[src/hw/rtl/bpc_pkg.sv]
package bpc_pkg;

   // Default width of the millisecond time base
   localparam int TIMER_BITS_DEF = 32;

   // Timing windows fit in 15 bits (longest is 300 + 255 * 100 ms)
   localparam int WIN_W   = 15;
   localparam int UNITS_W = 8;

   localparam logic [WIN_W-1:0] DEBOUNCE_MS        = 15'd10;
   localparam logic [WIN_W-1:0] REPEAT_MS          = 15'd300;
   localparam logic [WIN_W-1:0] LONG_BASE_MS       = 15'd300;
   localparam logic [WIN_W-1:0] UNIT_MS            = 15'd100;
   localparam logic [WIN_W-1:0] CFG_WINDOW_MS      = 15'd5000;
   localparam logic [WIN_W-1:0] REMOTE_DBL_LONG_MS = 15'd1000;

   // Configuration register indexes
   typedef enum logic [1:0] {
      CSR_MODE       = 2'd0,
      CSR_DBL_UNITS  = 2'd1,
      CSR_LONG_UNITS = 2'd2
   } csr_index_type;

   typedef enum logic [2:0] {
      EV_SHORT            = 3'd0,
      EV_DBL_SHORT        = 3'd1,
      EV_LONG             = 3'd2,
      EV_REPEAT_LONG      = 3'd3,
      EV_END_LONG         = 3'd4,
      EV_DBL_LONG         = 3'd5,
      EV_DBL_LONG_TIMEOUT = 3'd6,
      EV_WAKE             = 3'd7
   } ev_type;

   typedef enum logic [2:0] {
      CMD_NONE           = 3'd0,
      CMD_REMOTE_SHORT   = 3'd1,
      CMD_REMOTE_LONG    = 3'd2,
      CMD_REMOTE_RELEASE = 3'd3,
      CMD_PAIRING        = 3'd4,
      CMD_LED_BLINK      = 3'd5,
      CMD_LED_OFF        = 3'd6,
      CMD_RESET          = 3'd7
   } cmd_type;

   typedef struct packed {
      logic               mode;
      logic [UNITS_W-1:0] dbl_units;
      logic [UNITS_W-1:0] long_units;
   } cfg_type;

   typedef struct packed {
      logic    valid;
      ev_type  code;
      cmd_type cmd;
   } result_type;

   // Translate an event into the command for the current mode
   function automatic cmd_type map_command(input logic mode, input ev_type ev);
      cmd_type c;
      c = CMD_NONE;
      if (mode) begin
         unique case (ev)
            EV_SHORT:            c = CMD_PAIRING;
            EV_LONG:             c = CMD_LED_BLINK;
            EV_DBL_LONG_TIMEOUT: c = CMD_LED_OFF;
            EV_DBL_LONG:         c = CMD_RESET;
            default:             c = CMD_NONE;
         endcase
      end else begin
         unique case (ev) inside
            EV_SHORT, EV_DBL_SHORT:      c = CMD_REMOTE_SHORT;
            EV_LONG, EV_REPEAT_LONG:     c = CMD_REMOTE_LONG;
            EV_END_LONG:                 c = CMD_REMOTE_RELEASE;
            default:                     c = CMD_NONE;
         endcase
      end
      return c;
   endfunction

endpackage

[src/hw/rtl/bpc_core.sv]
module bpc_core #(
   parameter int TIMER_BITS = bpc_pkg::TIMER_BITS_DEF
) (
   input  logic                 clock,
   input  logic                 reset,
   input  logic                 accept,
   input  logic                 pin_level,
   input  bpc_pkg::cfg_type     cfg,
   output bpc_pkg::result_type  result
);
   import bpc_pkg::*;

   // Times are kept relative to the running tick count:
   //   dl_ff  = now - check deadline, deadline reached while its MSB is clear
   //   age_ff = now - time of last accepted edge
   logic [TIMER_BITS-1:0] dl_ff, dl_in;
   logic [TIMER_BITS-1:0] age_ff, age_in;
   logic armed_ff, armed_in;
   logic level_ff, level_in;
   logic last_ff, last_in;
   logic ldp_ff, ldp_in;
   logic sdp_ff, sdp_in;
   logic lra_ff, lra_in;

   logic [WIN_W-1:0] t_short, t_long, t_dlong, dl_dt;
   logic             dl_set, edge_set, fire;
   ev_type           ev;

   // True when edge time plus w has been reached
   function automatic logic reached(input logic [TIMER_BITS-1:0] age,
                                    input logic [WIN_W-1:0] w);
      logic [TIMER_BITS-1:0] d;
      d = age - TIMER_BITS'(w);
      return !d[TIMER_BITS-1];
   endfunction

   // Timing windows from the configuration
   assign t_short = cfg.mode ? '0 : WIN_W'(cfg.dbl_units) * UNIT_MS;
   assign t_long  = cfg.mode ? CFG_WINDOW_MS
                             : LONG_BASE_MS + WIN_W'(cfg.long_units) * UNIT_MS;
   assign t_dlong = cfg.mode ? CFG_WINDOW_MS : REMOTE_DBL_LONG_MS;

   // Classify one tick
   always_comb begin
      level_in = level_ff;
      last_in  = last_ff;
      armed_in = armed_ff;
      ldp_in   = ldp_ff;
      sdp_in   = sdp_ff;
      lra_in   = lra_ff;
      dl_set   = 1'b0;
      dl_dt    = DEBOUNCE_MS;
      edge_set = 1'b0;
      fire     = 1'b0;
      ev       = EV_SHORT;

      if (pin_level != level_ff) begin
         // New level: restart debounce; the fresh deadline cannot be due yet
         level_in = pin_level;
         armed_in = 1'b1;
         dl_set   = 1'b1;
         dl_dt    = DEBOUNCE_MS;
      end else if (armed_ff && !dl_ff[TIMER_BITS-1]) begin
         case ({level_ff, last_ff})
            2'b11: begin
               // Released and idle: expire pending windows
               if (ldp_ff && reached(age_ff, t_dlong)) begin
                  ldp_in = 1'b0;
                  fire   = 1'b1;
                  ev     = EV_DBL_LONG_TIMEOUT;
               end
               if (sdp_ff && reached(age_ff, t_short)) begin
                  sdp_in = 1'b0;
               end
               if (!ldp_in && !sdp_in) begin
                  armed_in = 1'b0;
               end
               if (sdp_in) begin
                  dl_set = 1'b1;
                  dl_dt  = t_short;
               end else if (ldp_in) begin
                  dl_set = 1'b1;
                  dl_dt  = t_dlong;
               end
            end
            2'b10: begin
               // Release
               if (lra_ff) begin
                  lra_in = 1'b0;
                  fire   = 1'b1;
                  ev     = EV_END_LONG;
               end else if (sdp_ff) begin
                  sdp_in = 1'b0;
                  fire   = 1'b1;
                  ev     = EV_DBL_SHORT;
               end else if (!reached(age_ff, t_long)) begin
                  sdp_in = 1'b1;
                  if (t_short == '0) begin
                     fire = 1'b1;
                     ev   = EV_SHORT;
                  end
               end
               if (ldp_ff) begin
                  dl_set = 1'b1;
                  dl_dt  = t_dlong;
               end else if (sdp_in && (t_short != '0)) begin
                  dl_set = 1'b1;
                  dl_dt  = t_short;
               end
               edge_set = 1'b1;
               last_in  = level_ff;
               armed_in = 1'b1;
            end
            2'b01: begin
               // Press: wake and start the long timer
               edge_set = 1'b1;
               dl_set   = 1'b1;
               dl_dt    = t_long;
               last_in  = level_ff;
               armed_in = 1'b1;
               fire     = 1'b1;
               ev       = EV_WAKE;
            end
            default: begin
               // Held
               fire = 1'b1;
               if (lra_ff) begin
                  ldp_in = 1'b0;
                  dl_set = 1'b1;
                  dl_dt  = REPEAT_MS;
                  ev     = EV_REPEAT_LONG;
               end else if (ldp_ff) begin
                  lra_in   = 1'b0;
                  ldp_in   = 1'b0;
                  armed_in = 1'b0;
                  ev       = EV_DBL_LONG;
               end else begin
                  ldp_in = 1'b1;
                  lra_in = 1'b1;
                  dl_set = 1'b1;
                  dl_dt  = t_long;
                  ev     = EV_LONG;
               end
            end
         endcase
      end
   end

   // Advance relative times by one tick
   assign dl_in  = dl_set ? (TIMER_BITS'(1) - TIMER_BITS'(dl_dt)) : (dl_ff + TIMER_BITS'(1));
   assign age_in = edge_set ? TIMER_BITS'(1) : (age_ff + TIMER_BITS'(1));

   // Result word for this tick
   always_comb begin
      result.valid = fire;
      result.code  = fire ? ev : EV_SHORT;
      result.cmd   = (fire && (ev != EV_WAKE)) ? map_command(cfg.mode, ev) : CMD_NONE;
   end

   // State registers
   always_ff @(posedge clock) begin
      if (reset) begin
         dl_ff    <= '0;
         age_ff   <= '0;
         armed_ff <= 1'b0;
         level_ff <= 1'b1;
         last_ff  <= 1'b1;
         ldp_ff   <= 1'b0;
         sdp_ff   <= 1'b0;
         lra_ff   <= 1'b0;
      end else if (accept) begin
         dl_ff    <= dl_in;
         age_ff   <= age_in;
         armed_ff <= armed_in;
         level_ff <= level_in;
         last_ff  <= last_in;
         ldp_ff   <= ldp_in;
         sdp_ff   <= sdp_in;
         lra_ff   <= lra_in;
      end
   end

endmodule

[src/hw/rtl/bpc_out.sv]
module bpc_out (
   input  logic                 clock,
   input  logic                 reset,
   input  logic                 load,
   input  bpc_pkg::result_type  result_in,
   input  logic                 out_ready,
   output logic                 in_ready,
   output logic                 out_valid,
   output bpc_pkg::result_type  result
);
   import bpc_pkg::*;

   logic       valid_ff, valid_in;
   result_type data_ff;

   // Take a new word whenever the register is empty or drains this cycle
   assign in_ready = !valid_ff || out_ready;
   assign valid_in = load ? 1'b1 : (out_ready ? 1'b0 : valid_ff);

   always_ff @(posedge clock) begin
      if (reset) begin
         valid_ff <= 1'b0;
      end else begin
         valid_ff <= valid_in;
      end
   end

   // Hold the payload until the next load
   always_ff @(posedge clock) begin
      if (load) begin
         data_ff <= result_in;
      end
   end

   assign out_valid = valid_ff;
   assign result    = data_ff;

endmodule

[src/hw/rtl/button_press_classifier_top.sv]
// Button press classifier. Each input word is one millisecond tick carrying the raw
// active-low button level; each accepted word produces exactly one result word that
// reports whether an event (wake, short, double short, long, repeated long, end of
// long, double long, double-long timeout) fired on that tick, and the command it maps
// to. A result is valid in the cycle after accept; a word is taken each clock unless
// rsp_tready is low and the result register, the only storage between sides, is full;
// it refills in the same cycle it drains. Windows follow configuration registers at
// once; users must write them via the csr port with no tick in flight (not enforced).
module button_press_classifier_top #(
   parameter int TIMER_BITS = bpc_pkg::TIMER_BITS_DEF
) (
   input  logic       clock,
   input  logic       reset,
   input  logic       req_tvalid,
   output logic       req_tready,
   input  logic [7:0] req_tdata,   // [0] pin_level, [7:1] zero
   output logic       rsp_tvalid,
   input  logic       rsp_tready,
   output logic [7:0] rsp_tdata,   // [0] event_valid, [3:1] event_code, [6:4] command,
                                   // [7] zero
   input  logic       csr_we,
   input  logic [1:0] csr_addr,
   input  logic [7:0] csr_wdata
);
   import bpc_pkg::*;

   cfg_type    cfg_ff;
   logic       accept;
   result_type step_result;
   result_type out_result;

   // Configuration registers
   always_ff @(posedge clock) begin
      if (reset) begin
         cfg_ff <= '0;
      end else if (csr_we) begin
         unique case (csr_index_type'(csr_addr))
            CSR_MODE:       cfg_ff.mode       <= csr_wdata[0];
            CSR_DBL_UNITS:  cfg_ff.dbl_units  <= csr_wdata[UNITS_W-1:0];
            CSR_LONG_UNITS: cfg_ff.long_units <= csr_wdata[UNITS_W-1:0];
            default: ;
         endcase
      end
   end

   assign accept = req_tvalid && req_tready;

   bpc_core #(
      .TIMER_BITS (TIMER_BITS)
   ) u_core (
      .clock     (clock),
      .reset     (reset),
      .accept    (accept),
      .pin_level (req_tdata[0]),
      .cfg       (cfg_ff),
      .result    (step_result)
   );

   bpc_out u_out (
      .clock     (clock),
      .reset     (reset),
      .load      (accept),
      .result_in (step_result),
      .out_ready (rsp_tready),
      .in_ready  (req_tready),
      .out_valid (rsp_tvalid),
      .result    (out_result)
   );

   assign rsp_tdata = {1'b0, out_result.cmd, out_result.code, out_result.valid};

   // Every accepted tick leaves a result word in the next cycle
   a_result_follows: assert property (@(posedge clock) disable iff (reset)
      req_tvalid && req_tready |=> rsp_tvalid)
      else $error("accepted tick produced no result word");

   // A tick without an event carries zero code and command
   a_no_event_zero: assert property (@(posedge clock) disable iff (reset)
      rsp_tvalid && !rsp_tdata[0] |-> rsp_tdata[6:1] == 6'd0)
      else $error("idle result word carries a code or command");

   // Wake never issues a command
   a_wake_no_cmd: assert property (@(posedge clock) disable iff (reset)
      rsp_tvalid && rsp_tdata[0] && (rsp_tdata[3:1] == EV_WAKE) |->
      rsp_tdata[6:4] == CMD_NONE)
      else $error("wake event issued a command");

endmodule
[config.mk]
export PLATFORM = sky130hd
export DESIGN_NAME = button_press_classifier_top
export DESIGN_NICKNAME = d
export VERILOG_FILES = /design/src/hw/rtl/bpc_pkg.sv /design/src/hw/rtl/bpc_core.sv /design/src/hw/rtl/bpc_out.sv /design/src/hw/rtl/button_press_classifier_top.sv
export SDC_FILE = /design/constraint.sdc
export NUM_CORES = 1
export LEC_CHECK = 0
export ABC_AREA = 0
export BUFFER_PORTS_ARGS = -buffer_cell sky130_fd_sc_hd__buf_2
export CORE_MARGIN = 3
export CORE_UTILIZATION = 50
export CTS_CLUSTER_DIAMETER = 50
export DETAILED_ROUTE_END_ITERATION = 6
export GPL_ROUTABILITY_DRIVEN = 0
export PLACE_DENSITY = 0.75
export SYNTH_ARGS = -nofsm -noshare
export SYNTH_HDL_FRONTEND = slang
export SYNTH_HIERARCHICAL = 1
export SYNTH_SLANG_ARGS = --single-unit
[constraint.sdc]
create_clock -name clock -period 20 [get_ports clock]
set_clock_uncertainty 0.1 [all_clocks]
set_input_delay 1 -clock clock [delete_from_list [all_inputs] [get_ports clock]]
set_output_delay 1 -clock clock [all_outputs]
set_load 0.02 [all_outputs]
# Word-level counts from Yosys, hierarchy flattened
# Index checks and enable logic that the tools add are counted.
# classes
n_addsub	7
multipliers	2
eq_ne	15
n_mux	71
bitwise	3
n_reduce_logical	35
# op_table
cell	count
two-way mux 15 bit	10
subtractor 32 x 15 -> 32 bit	3
adder 32 x 1 -> 32 bit, second input constant	2
two-way mux 32 bit	2
case mux 15 bit (3 select lines)	1
two-way mux 1 bit	41
multiplier 8 x 5 -> 13 bit, second input constant	2
two-way mux 3 bit	7
AND reduction 4 bit	4
subtractor 1 x 15 -> 16 bit, first input constant	1
adder 9 x 15 -> 15 bit, first input constant	1
zero test 15 bit	1
nonzero test 15 bit	1
two-way mux 13 bit	1
case mux 3 bit (4 select lines)	1
case mux 1 bit (2 select lines)	5
equality test 3 bit, second input constant	3
case mux 3 bit (3 select lines)	1
AND reduction 2 bit	4
OR reduction 2 bit	4
logical AND 1 bit	7
equality test 2 bit, second input constant	3
equality test 3 x 2 -> 1 bit, second input constant	2
zero test 1 bit	6
15 further kinds	20
# totals
ff_bits	95
inputBits	23
out_inout_bits	10
wordCells	148

# Depth between registers and ports, before layout
# Gate-level depths: netlist of run 1.
# logic_depth
ltp_word	18
ltp_mapped	28
mapped_depth_nobuf	28

# By module
# The synthesis of run 1 kept the hierarchy.
# modules_own_cells
mod	instances	cells_per_inst	area_each_um2	seq_area_each_um2
bpc_core	1	999	7664.9	1401.3
button_press_classifier_top	1	69	735.7	340.3
bpc_out	1	11	256.5	230.2

# Least setup slack after synthesis of run 1
# Ideal clock, no wire load.
# synth_timing
path_type	reg2reg
from	register cfg_ff[2] in the netlist's numbering
to	register u_core.dl_ff[13]
setup_ns	0.079
t_arrival_ns	6.155
required_time_ns	19.821
setup_slack_ns	13.666
stages_incl_launch_ff	26
n_path_buf	0
period_less_slack_ns	6.334
path_cell_list	dfxtp_1 ha_1 ha_1 fa_1 ha_1 or2_0 and3_1 a211oi_1 nand3_1 and3b_1 xnor2_1 or2_2 ha_1 nand4_1 inv_1 a2111o_1 or4_1 nand3_1 a21o_1 nand2_1 ha_1 o2bb2ai_1 nor2_1 nor4bb_1 a211o_1 o211ai_1
# synth_between
elab_chain_len	18
word_cells_on_any_way	25
classes_between	3 x add/sub; 1 x mul; 20 x mux; 1 x reduce/logical
# synth_lines
element	line_no	source
start: declaration	button_press_classifier_top.sv:27	cfg_type cfg_ff;
multiplier 8 x 5 -> 13 bit (*)	bpc_core.sv:40	: LONG_BASE_MS + WIN_W'(cfg.long_units) * UNIT_MS;
adder 9 x 15 -> 15 bit (*)	bpc_core.sv:40	
two-way mux 15 bit (*)	bpc_core.sv:39	assign t_long = cfg.mode ? CFG_WINDOW_MS
subtractor 32 x 15 -> 32 bit	bpc_core.sv:33	d = age - TIMER_BITS'(w);
two-way mux 1 bit	bpc_core.sv:96	end else if (!reached(age_ff, t_long)) begin
two-way mux 1 bit	bpc_core.sv:92	end else if (sdp_ff) begin
two-way mux 1 bit	bpc_core.sv:88	if (lra_ff) begin
two-way mux 1 bit	bpc_core.sv:64	case ({level_ff, last_ff})
[2 not listed]	n/a	
logical AND 1 bit	bpc_core.sv:106	end else if (sdp_in && (t_short != '0)) begin
two-way mux 15 bit	bpc_core.sv:106	
two-way mux 15 bit	bpc_core.sv:103	if (ldp_ff) begin
case mux 15 bit (3 select lines)	bpc_core.sv:64	
two-way mux 15 bit	bpc_core.sv:63	end else if (armed_ff && !dl_ff[TIMER_BITS-1]) begin
two-way mux 15 bit	bpc_core.sv:57	if (pin_level != level_ff) begin
subtractor 1 x 15 -> 16 bit	bpc_core.sv:150	assign dl_in = dl_set ? (TIMER_BITS'(1) - TIMER_BITS'(dl_dt)) : (dl_ff + TIMER_BITS'(1));
two-way mux 32 bit (*)	bpc_core.sv:150	
end signal: assignment	bpc_core.sv:172	dl_ff <= dl_in;
end: declaration	bpc_core.sv:16	logic [TIMER_BITS-1:0] dl_ff, dl_in;
# Mark *: on every way between the ends. The rest lies on a longest branch, timed or not. The select of a mux whose other input is x is not followed.
# A chain may end at the register's enable or synchronous reset.

# Final worst setup path of run 1
# layout_timing
from	register cfg_ff[0] in the netlist's numbering
to	register u_core.dl_ff[21]
# Same word-level chain as after synthesis.

==> results of run 1 <==
## synthesized netlist by cell type (25+ instances only)
cell,n
a21oi_1,67
clkbuf_1,37
dfxtp_1,88
ha_1,94
inv_1,48
nand2_1,84
nand2b_1,36
nand3_1,49
nor2_1,93
nor3_1,40
o21ai_0,46
xnor2_1,25
xor2_1,28
## cell usage in the layout (no fill, tap or decap), types with 8 or more instances in the layout
cell type   n
a211oi_1    8
clkbuf_16   9
o21ai_0    46
and3_1     18
nor2_1     93
or3_1      14
nand4_1    18
a21o_1     12
nand3_1    49
dfxtp_1    88
ha_1       94
nor2b_1     9
xor2_1     28
nand2_1    84
o31ai_1     9
nand2b_1   36
a21oi_1    67
xnor2_1    25
inv_1      48
and2_1     12
nor3_1     39
mux2i_1    19
buf_2      24
o21a_1     12
## cell type report
class | instances | area share (%)
clock buffer | 9 | 2.46
clock inverter | 5 | 0.383
inverter | 48 | 1.97
multi-input combinational | 889 | 68.8
sequential | 95 | 21.5
tap | 220 | 3.01
timing repair buffer | 30 | 1.80
## critical path: stages (launching register included)
cell and delay (ns):
dfxtp_1 0.54, inv_1 0.08, ha_1 0.32, ha_1 0.30, ha_1 0.24, fa_1 0.41, a21o_1 0.18, a21oi_1 0.18
xnor2_1 0.20, nor4b_1 0.45, nand3_1 0.16, xnor2_1 0.50, nand2_1 0.11, ha_1 0.33, o21ai_0 0.16, nor2_1 0.08
a2111o_1 0.48, nor4b_1 0.37, nor3_1 0.18, nor2_1 0.20, o311a_1 0.23, ha_1 0.23, nand2_1 0.07, nor4_1 0.25
nor2_1 0.09, buf_4 0.18, o41ai_4 0.92, nor3_2 0.10
## stage by stage
stage	area (sq um)	hold slack (ns)
after global placement	8890	0.361
after global routing	9150	0.425
after floorplan	8660	0.338
after CTS	9150	0.382
final	9150	0.390
after detailed placement	8890	0.373
## flip-flops by register name (all words and copies together) (netlist names), 7 cells and up
name,cells
u_core/dl_ff,32
u_core/age_ff,32
u_out/result,7
cfg_ff,17
## layer usage
layer	track usage [%]	routed length, microns	vias up
li1	-	-	3960
met4	9.53	650	0
met5	0	0	-
met2	37.1	9660	291
met3	3.80	1420	59
met1	32.2	10100	3748
## path summary, 6_finish.rpt
path,startpoint,to,slack [ns]
worst min-delay path,u_core/dl_ff[30]$_SDFFE_PP0P_,u_core/dl_ff[30]$_SDFFE_PP0P_,0.39
worst max-delay path,cfg_ff[0]$_SDFFE_PP0P_,u_core/dl_ff[21]$_SDFFE_PP0P_,12.20
worst min register to register,u_core/dl_ff[30]$_SDFFE_PP0P_,u_core/dl_ff[30]$_SDFFE_PP0P_,0.39
worst max register to register,cfg_ff[0]$_SDFFE_PP0P_,u_core/dl_ff[21]$_SDFFE_PP0P_,12.20
## power breakdown
part           total [mW]  internal (mW)  switching [mW]
Combinational       0.104         0.0388          0.0653
Sequential          0.212          0.201          0.0102
Clock               0.158         0.0831          0.0753
Total               0.474          0.323           0.151
## cell families (layout without fill, tap and decap cells)
| kind of cell | count (synthesis) | in the layout | synth area share [%] |
|---|---|---|---|
| AOI/OAI and AO/OA | 265 | 265 | 21.7 |
| xor gates and xnor gates | 53 | 53 | 5.36 |
| adders and majority gates | 100 | 100 | 15.0 |
| buffers and inverters | 95 | 92 | 4.51 |
| DFF | 95 | 95 | 22.8 |
| muxes | 19 | 19 | 2.20 |
| other | 1 | 1 | 0.0433 |
| and+or+nand+nor | 451 | 451 | 28.5 |
==> results.toml, run 1 <==
[floorplanning]
ios = 33
rows = 47
die_h_microns = 138
core_area_sq_um = 16800
initial_core_util_pct = 51.7
die_w_microns = 138
die_area_sq_um = 18900

[clock_tree]
clk_pin_slew_ns = 0.07
cts_buffers = 9
cts-root-buf = "clkbuf_16"
cts_tree = "done"
htree_levels = 3
clock_latency_ns = 0.36
cts_hold_buf = 0
postCtsSetupRepairBufs = 0
clock_sinks = 95
cts_resized = 0
cts_buffer_depth = 2

[timing]
setup_ws_ns = 12.20
rsz0062_at_grt = "false"
drv_slew = 0
max_freq_ghz = 0.128
worstMarginPinSlew_ns = 1.07
hold_violations = 0
setup_violations = 0
fin_setup_tns_ns = 0
max_slew_margin_pct = 28.6
fin_crit_ns = 7.80
period_share_pct = 39.0

[synthesis]
synth_nets = 1202
ys_ff_latch = 95
yosysTopAreaCell = "dfxtp_1"
synth_cells = 1079
synth_ff_type = "dfxtp_1"
netlist_area_sq_um = 8660
synth_top_area_share_pct = 20.3
synth_area_per_cell_sq_um = 8.02
yosysWarnings = 6
synth_area_leaders = "dfxtp_1 (20%), ha_1 (14%), nor2_1 (4.0%)"
ys_seq_area_share_pct = 22.8
async_reset_ff_share_pct = 0
synth_cell_types = 100
synth_edf_count = 7

[cells_and_area]
stdcell_count = 1296
nFillCells = 1593
nets = 1196
utilization_pct = 54.6
n_antenna_cell = 0
syn_to_final_growth_pct = 5.74
regArea_sq_um = 1970
drive_above_1_share_pct = 8.46
multi_input_area_sq_um = 6300

[power_and_ir_drop]
p_per_area_nw_per_um2 = 51.8
ir_drop_v = 0.0000383
p_total_mw = 0.474
p_leak_nw = 3.91

[min_path]
hold_class = "flop to flop"
holdPathStages = 1

[status]
status = "complete, no violations"

[global_route]
grt_max_degree = 52
grt_first_pass_wirelength_microns = 36400
grt_pass1_vias = 7408
grt_usage_pct = 23.6
grt_overflow_total = 0
antenna_found_initial = 0

[setup_path]
crit_fanout = 13
rr_worst_depth = 27
crit_path_start_kind = "flop"
crit_arrival_ns = 7.91
path_class = "flop to flop"
crit_required_ns = 20.11
end_kind = "flop"

[drt]
vias = 8058
ant_nets = 0
first_pass_iters = 5
drt_wl_total_microns = 21800
vias_per_cell = 6.22
drt_iter0_markers = 685
drc_errors = 0
wl_per_cell_microns = 16.8

[job]
maxCapViolations = 0

[placed_design]
dp_hpwl_microns = 16300
portBuffers = 24
pre_cts_ws_ns = 12.39
dp_cells = 1282
No activity file was read; power rests on OpenSTA's default activity.
==> run 2, diff against run 1 <==
==> constraint.sdc (replaced) <==
create_clock -name clock -period 7.97 [get_ports clock]
set_clock_uncertainty 0.1 [all_clocks]
set_input_delay 0.3985 -clock clock [delete_from_list [all_inputs] [get_ports clock]]
set_output_delay 0.3985 -clock clock [all_outputs]
set_load 0.02 [all_outputs]
==> run 2 against run 1 <==
- worst setup slack got worse by 12 ns
- final cell count rose by 0.54%
- clock power rose to 2.8 times the previous value
- non-clock buffer count rose by 5
- design area rose by 1.0%
- wire length fell by 0.46%
- via count fell by 0.37%
- sequential power rose to 2.5 times the previous value
- first-iteration DRC count rose by 4.2%
- flip-flop and latch count did not move
- die area did not move
- worst hold slack got worse by 0.20 ns
==> results.toml, run 2 (synthesis results as in run 1) <==
[timing]
setup_ws_ns = 0.541
worstMarginPinSlew_ns = 1.01
period_share_pct = 93.2
max_freq_ghz = 0.135
fin_setup_tns_ns = 0
drv_slew = 0
fin_crit_ns = 7.43
max_slew_margin_pct = 32.5
hold_violations = 0
setup_violations = 0
rsz0062_at_grt = "false"
hold_slack_ns = 0.188

[floorplanning]
die_area_sq_um = 18900
ios = 33
core_area_sq_um = 16800
die_h_microns = 138
die_w_microns = 138
rows = 47
initial_core_util_pct = 51.7

[clock_tree]
cts_buffers = 9
htree_levels = 3
clk_pin_slew_ns = 0.07
cts_resized = 0
cts_buffer_depth = 2
cts_hold_buf = 0
postCtsSetupRepairBufs = 0
cts_tree = "done"
clock_latency_ns = 0.36
clock_sinks = 95
cts-root-buf = "clkbuf_16"

[setup_path]
crit_path_start_kind = "flop"
crit_fanout = 8
crit_required_ns = 8.09
crit_arrival_ns = 7.55
crit_buf_inv = 3
crit_top_cell = "ha_1"
path_class = "flop to flop"
path_delay_family = "simple AND/OR/NAND/NOR gates"
cp_slowest_cell = "a2111o_1"
cpPeakStageDelay_ns = 0.47
end_kind = "flop"

[power_and_ir_drop]
seqPwrFrac_pct = 42.7
power.switching_mw = 0.391
ir_drop_v = 0.0000993
combinationalPowerShare_pct = 21.1
p_per_area_nw_per_um2 = 135
p_total_mw = 1.25
p_leak_nw = 3.96
swShare_pct = 31.4
p_int_mw = 0.855
pwr-share-clk_pct = 36.2

[global_route]
grt_max_degree = 52
antenna_found_initial = 0
grt_overflow_total = 0
grt_pass1_vias = 7192
grt_first_pass_wirelength_microns = 36200
grt_usage_pct = 23.5

[placed_design]
dp_hpwl_microns = 16200
pre_cts_ws_ns = 0.508
portBuffers = 24
dpl_cell_area_sq_um = 8920

[drt]
drt_iter0_markers = 714
drc_errors = 0
drt_wl_total_microns = 21700
vias = 8028
first_pass_iters = 5
wl_per_cell_microns = 16.6
vias_per_cell = 6.16
ant_nets = 0

[cells_and_area]
nets = 1201
layout_common_cells = "ha_1 (94), nor2_1 (93), dfxtp_1 (88)"
stdcell_area_sq_um = 9250
nFillCells = 1552
n_antenna_cell = 0
syn_to_final_growth_pct = 6.81
final_common_cell = "ha_1"
drive_above_1_share_pct = 8.96
top_regs = "u_core/age_ff: 32 flops, u_core/dl_ff: 32 flops, cfg_ff: 17 flops"

[job]
maxCapViolations = 0

[min_path]
hold_class = "primary input to flop"

[status]
status = "complete, no violations"
[run 2: area by class of cell]
| cell class | instances | area (sq um) | share of cell area [%] |
|---|---|---|---|
| timing repair buffer | 35 | 215 | 2.33 |
| tap | 220 | 275 | 2.98 |
| clock inverter | 6 | 73.8 | 0.798 |
| inverter | 48 | 180 | 1.95 |
| clock buffer | 10 | 229 | 2.48 |
| sequential | 95 | 1970 | 21.3 |
| multi-input combinational | 889 | 6300 | 68.1 |
[run 2: per-stage QoR]
stage | util (%) | instances
after floorplan | - | 1079
after global placement | 53.2 | 1286
after detailed placement | 53.2 | 1286
after CTS | 55.1 | 1302
after global routing | 55.2 | 1303
final | 55.2 | 1303
[run 2: power by group through the flow]
stage / clock, mW / sequential (mW) / combinational [mW]
2_1_floorplan: 0 / 0.537 / 0.195
3_3_place_gp: 0 / 0.541 / 0.251
3_5_place_dp: 0 / 0.542 / 0.255
4_1_cts: 0.460 / 0.532 / 0.257
5_1_grt: 0.481 / 0.536 / 0.292
6_report: 0.450 / 0.532 / 0.263
[run 2: worst paths after layout]
check                                    start                            end  slack [ns]  cells past startpoint
setup / recovery        cfg_ff[1]$_SDFFE_PP0P_  u_core/dl_ff[13]$_SDFFE_PP0P_        0.54                     29
hold / removal                    req_tdata[0]   u_core/level_ff$_SDFFE_PP1P_        0.19                      3
setup reg to reg        cfg_ff[1]$_SDFFE_PP0P_  u_core/dl_ff[13]$_SDFFE_PP0P_        0.54                     29
hold reg to reg   u_out/out_valid$_SDFFE_PP0P_   u_out/out_valid$_SDFFE_PP0P_        0.41                      2
[run 2: per-layer routing]
metal  GRT usage (%)  vias to the layer above  part of all wire [%]
li1                -                     3978                     -
met2            37.4                      265                    45
met5               0                        -                     0
met4            7.10                        0                   2.7
met3            4.05                       51                   6.4
met1            32.6                     3734                    46
[run 2: worst reg2reg max path, delay by kind of cell, from the launching register on]
kind | cells | cell delay, ns
and+or+nand+nor | 11 | 2.44
adders and majority gates | 6 | 1.90
AOI/OAI and AO/OA | 7 | 1.48
xor gates and xnor gates | 2 | 0.65
DFF | 1 | 0.38
buffers and inverters | 3 | 0.34
==> run 3, diff against run 2 <==
--- a/config.mk
+++ b/config.mk
@@ -9,6 +9,7 @@
 export BUFFER_PORTS_ARGS = -buffer_cell sky130_fd_sc_hd__buf_2
 export CORE_MARGIN = 3
 export CORE_UTILIZATION = 50
+export CTS_BUF_LIST = sky130_fd_sc_hd__clkbuf_2 sky130_fd_sc_hd__clkbuf_4 sky130_fd_sc_hd__clkbuf_8
 export CTS_CLUSTER_DIAMETER = 50
 export DETAILED_ROUTE_END_ITERATION = 6
 export GPL_ROUTABILITY_DRIVEN = 0
==> run 3 against run 2 <==
- sequential share of layout area increased by 0.23 points
- clock-buffer cell count unchanged
- wire length decreased by 1.1%
- sequential power about the same
- die area unchanged
- via count decreased by 0.29%
- final cell count unchanged
- worst hold slack got worse by 0.036 ns
- first-iteration DRC count decreased by 3.6%
- largest cell class unchanged
==> results.toml, run 3 (synthesis results as in run 1) <==
[timing]
setup_violations = 0
drv_slew = 0
max_freq_ghz = 0.134
rsz0062_at_grt = "false"
hold_violations = 0
setup_ws_ns = 0.501
worstMarginPinSlew_ns = 1.02
period_share_pct = 93.7
max_slew_margin_pct = 31.4
hold_slack_ns = 0.152
fin_crit_ns = 7.47
fin_setup_tns_ns = 0

[global_route]
grt_max_degree = 52
antenna_found_initial = 0
grt_overflow_total = 0
grt_first_pass_wirelength_microns = 35800
grt_usage_pct = 23.3
grt_pass1_vias = 7174

[floorplanning]
die_h_microns = 138
ios = 33
die_w_microns = 138
rows = 47
core_area_sq_um = 16800
die_area_sq_um = 18900
initial_core_util_pct = 51.7

[setup_path]
path_delay_family = "simple AND/OR/NAND/NOR gates"
cp_slowest_cell = "a2111o_1"
end_kind = "flop"
path_class = "flop to flop"
crit_arrival_ns = 7.69
r2r_end = "u_core/dl_ff[9]$_SDFFE_PP0P_"
crit_fanout = 8
reg2reg_setup_slack_ns = 0.50
rr_startpoint = "cfg_ff[1]$_SDFFE_PP0P_"
crit_buf_inv = 3
rr_worst_depth = 29
path_depth = 29
startpoint = "cfg_ff[1]$_SDFFE_PP0P_"
crit_required_ns = 8.19
crit_top_cell = "ha_1"
cpPeakStageDelay_ns = 0.47
crit_path_end = "u_core/dl_ff[9]$_SDFFE_PP0P_"
crit_path_start_kind = "flop"

[cells_and_area]
syn_to_final_growth_pct = 5.68
stdcell_area_sq_um = 9150
stdcell_count = 1303
utilization_pct = 54.6
top_regs = "u_core/age_ff: 32 flops, u_core/dl_ff: 32 flops, cfg_ff: 17 flops"
layout_common_cells = "ha_1 (94), nor2_1 (93), dfxtp_1 (88)"
drive_above_1_share_pct = 9.05
final_common_cell = "ha_1"
n_antenna_cell = 0
nets = 1201

[clock_tree]
cts_hold_buf = 0
htree_levels = 3
cts-root-buf = "clkbuf_8"
cts_buffers = 9
clock_latency_ns = 0.39
clock_sinks = 95
clk_pin_slew_ns = 0.10
cts_buffer_depth = 2
cts_tree = "done"

[drt]
drc_errors = 0
vias = 8005
drt_iter0_markers = 688
first_pass_iters = 5
ant_nets = 0
wl_per_cell_microns = 16.5
drt_wl_total_microns = 21400
vias_per_cell = 6.14

[placed_design]
dp_cells = 1286
portBuffers = 24
pre_cts_ws_ns = 0.508
dpl_cell_area_sq_um = 8920
dp_hpwl_microns = 16200

[job]
maxCapViolations = 0

[power_and_ir_drop]
p_per_area_nw_per_um2 = 124
p_total_mw = 1.14
ir_drop_v = 0.0000814
p_leak_nw = 3.91

[status]
status = "complete, no violations"

[min_path]
hold_class = "primary input to flop"
## run 3: how the worst min path moves through the flow
stage	end	cells past startpoint	slack, ns	startpoint
after floorplan	u_core/dl_ff[30]$_SDFFE_PP0P_	1	0.34	u_core/dl_ff[30]$_SDFFE_PP0P_
final	u_core/level_ff$_SDFFE_PP1P_	3	0.15	req_tdata[0]
after global placement	u_core/dl_ff[30]$_SDFFE_PP0P_	1	0.37	u_core/dl_ff[30]$_SDFFE_PP0P_
after detailed placement	u_core/dl_ff[30]$_SDFFE_PP0P_	1	0.38	u_core/dl_ff[30]$_SDFFE_PP0P_
after global routing	u_core/level_ff$_SDFFE_PP1P_	3	0.16	req_tdata[0]
after CTS	u_core/level_ff$_SDFFE_PP1P_	3	0.14	req_tdata[0]
## run 3: per-layer routing
layer,part of all wire (%),track usage [%]
met1,47,32.4
met2,44,36.8
met3,6.4,3.07
met4,2.8,8.15
met5,0,0
## run 3: what timing repair did
action,CTS,global route
gates resized for setup,0,0
setup buffers,0,1
endpoints found under the setup margin,0,13
hold endpoints to repair,0,0
## run 3: where the power goes
part           internal [mW]  switching (mW)  leakage [nW]
clock network          0.154           0.190         0.107
logic                  0.100           0.162          3.02
registers              0.505          0.0267         0.789
total                  0.760           0.379          3.91
## run 3: layout make-up
| class | count | area [sq um] |
|---|---|---|
| fillers | 1563 | 7610 |
| multi-input cells | 889 | 6300 |
| flip-flops and latches | 95 | 1970 |
| well taps | 220 | 275 |
| repair buffers | 35 | 215 |
| inverters | 48 | 180 |
| clock buffers | 10 | 131 |
| clock inverters | 6 | 73.8 |
## run 3: tightest hold or removal path, delay by kind of cell
family                 cells  cell delay [ns]
AO/OA/AOI/OAI              1             0.06
buffers and inverters      1             0.10
AND/OR/NAND/NOR            1             0.05
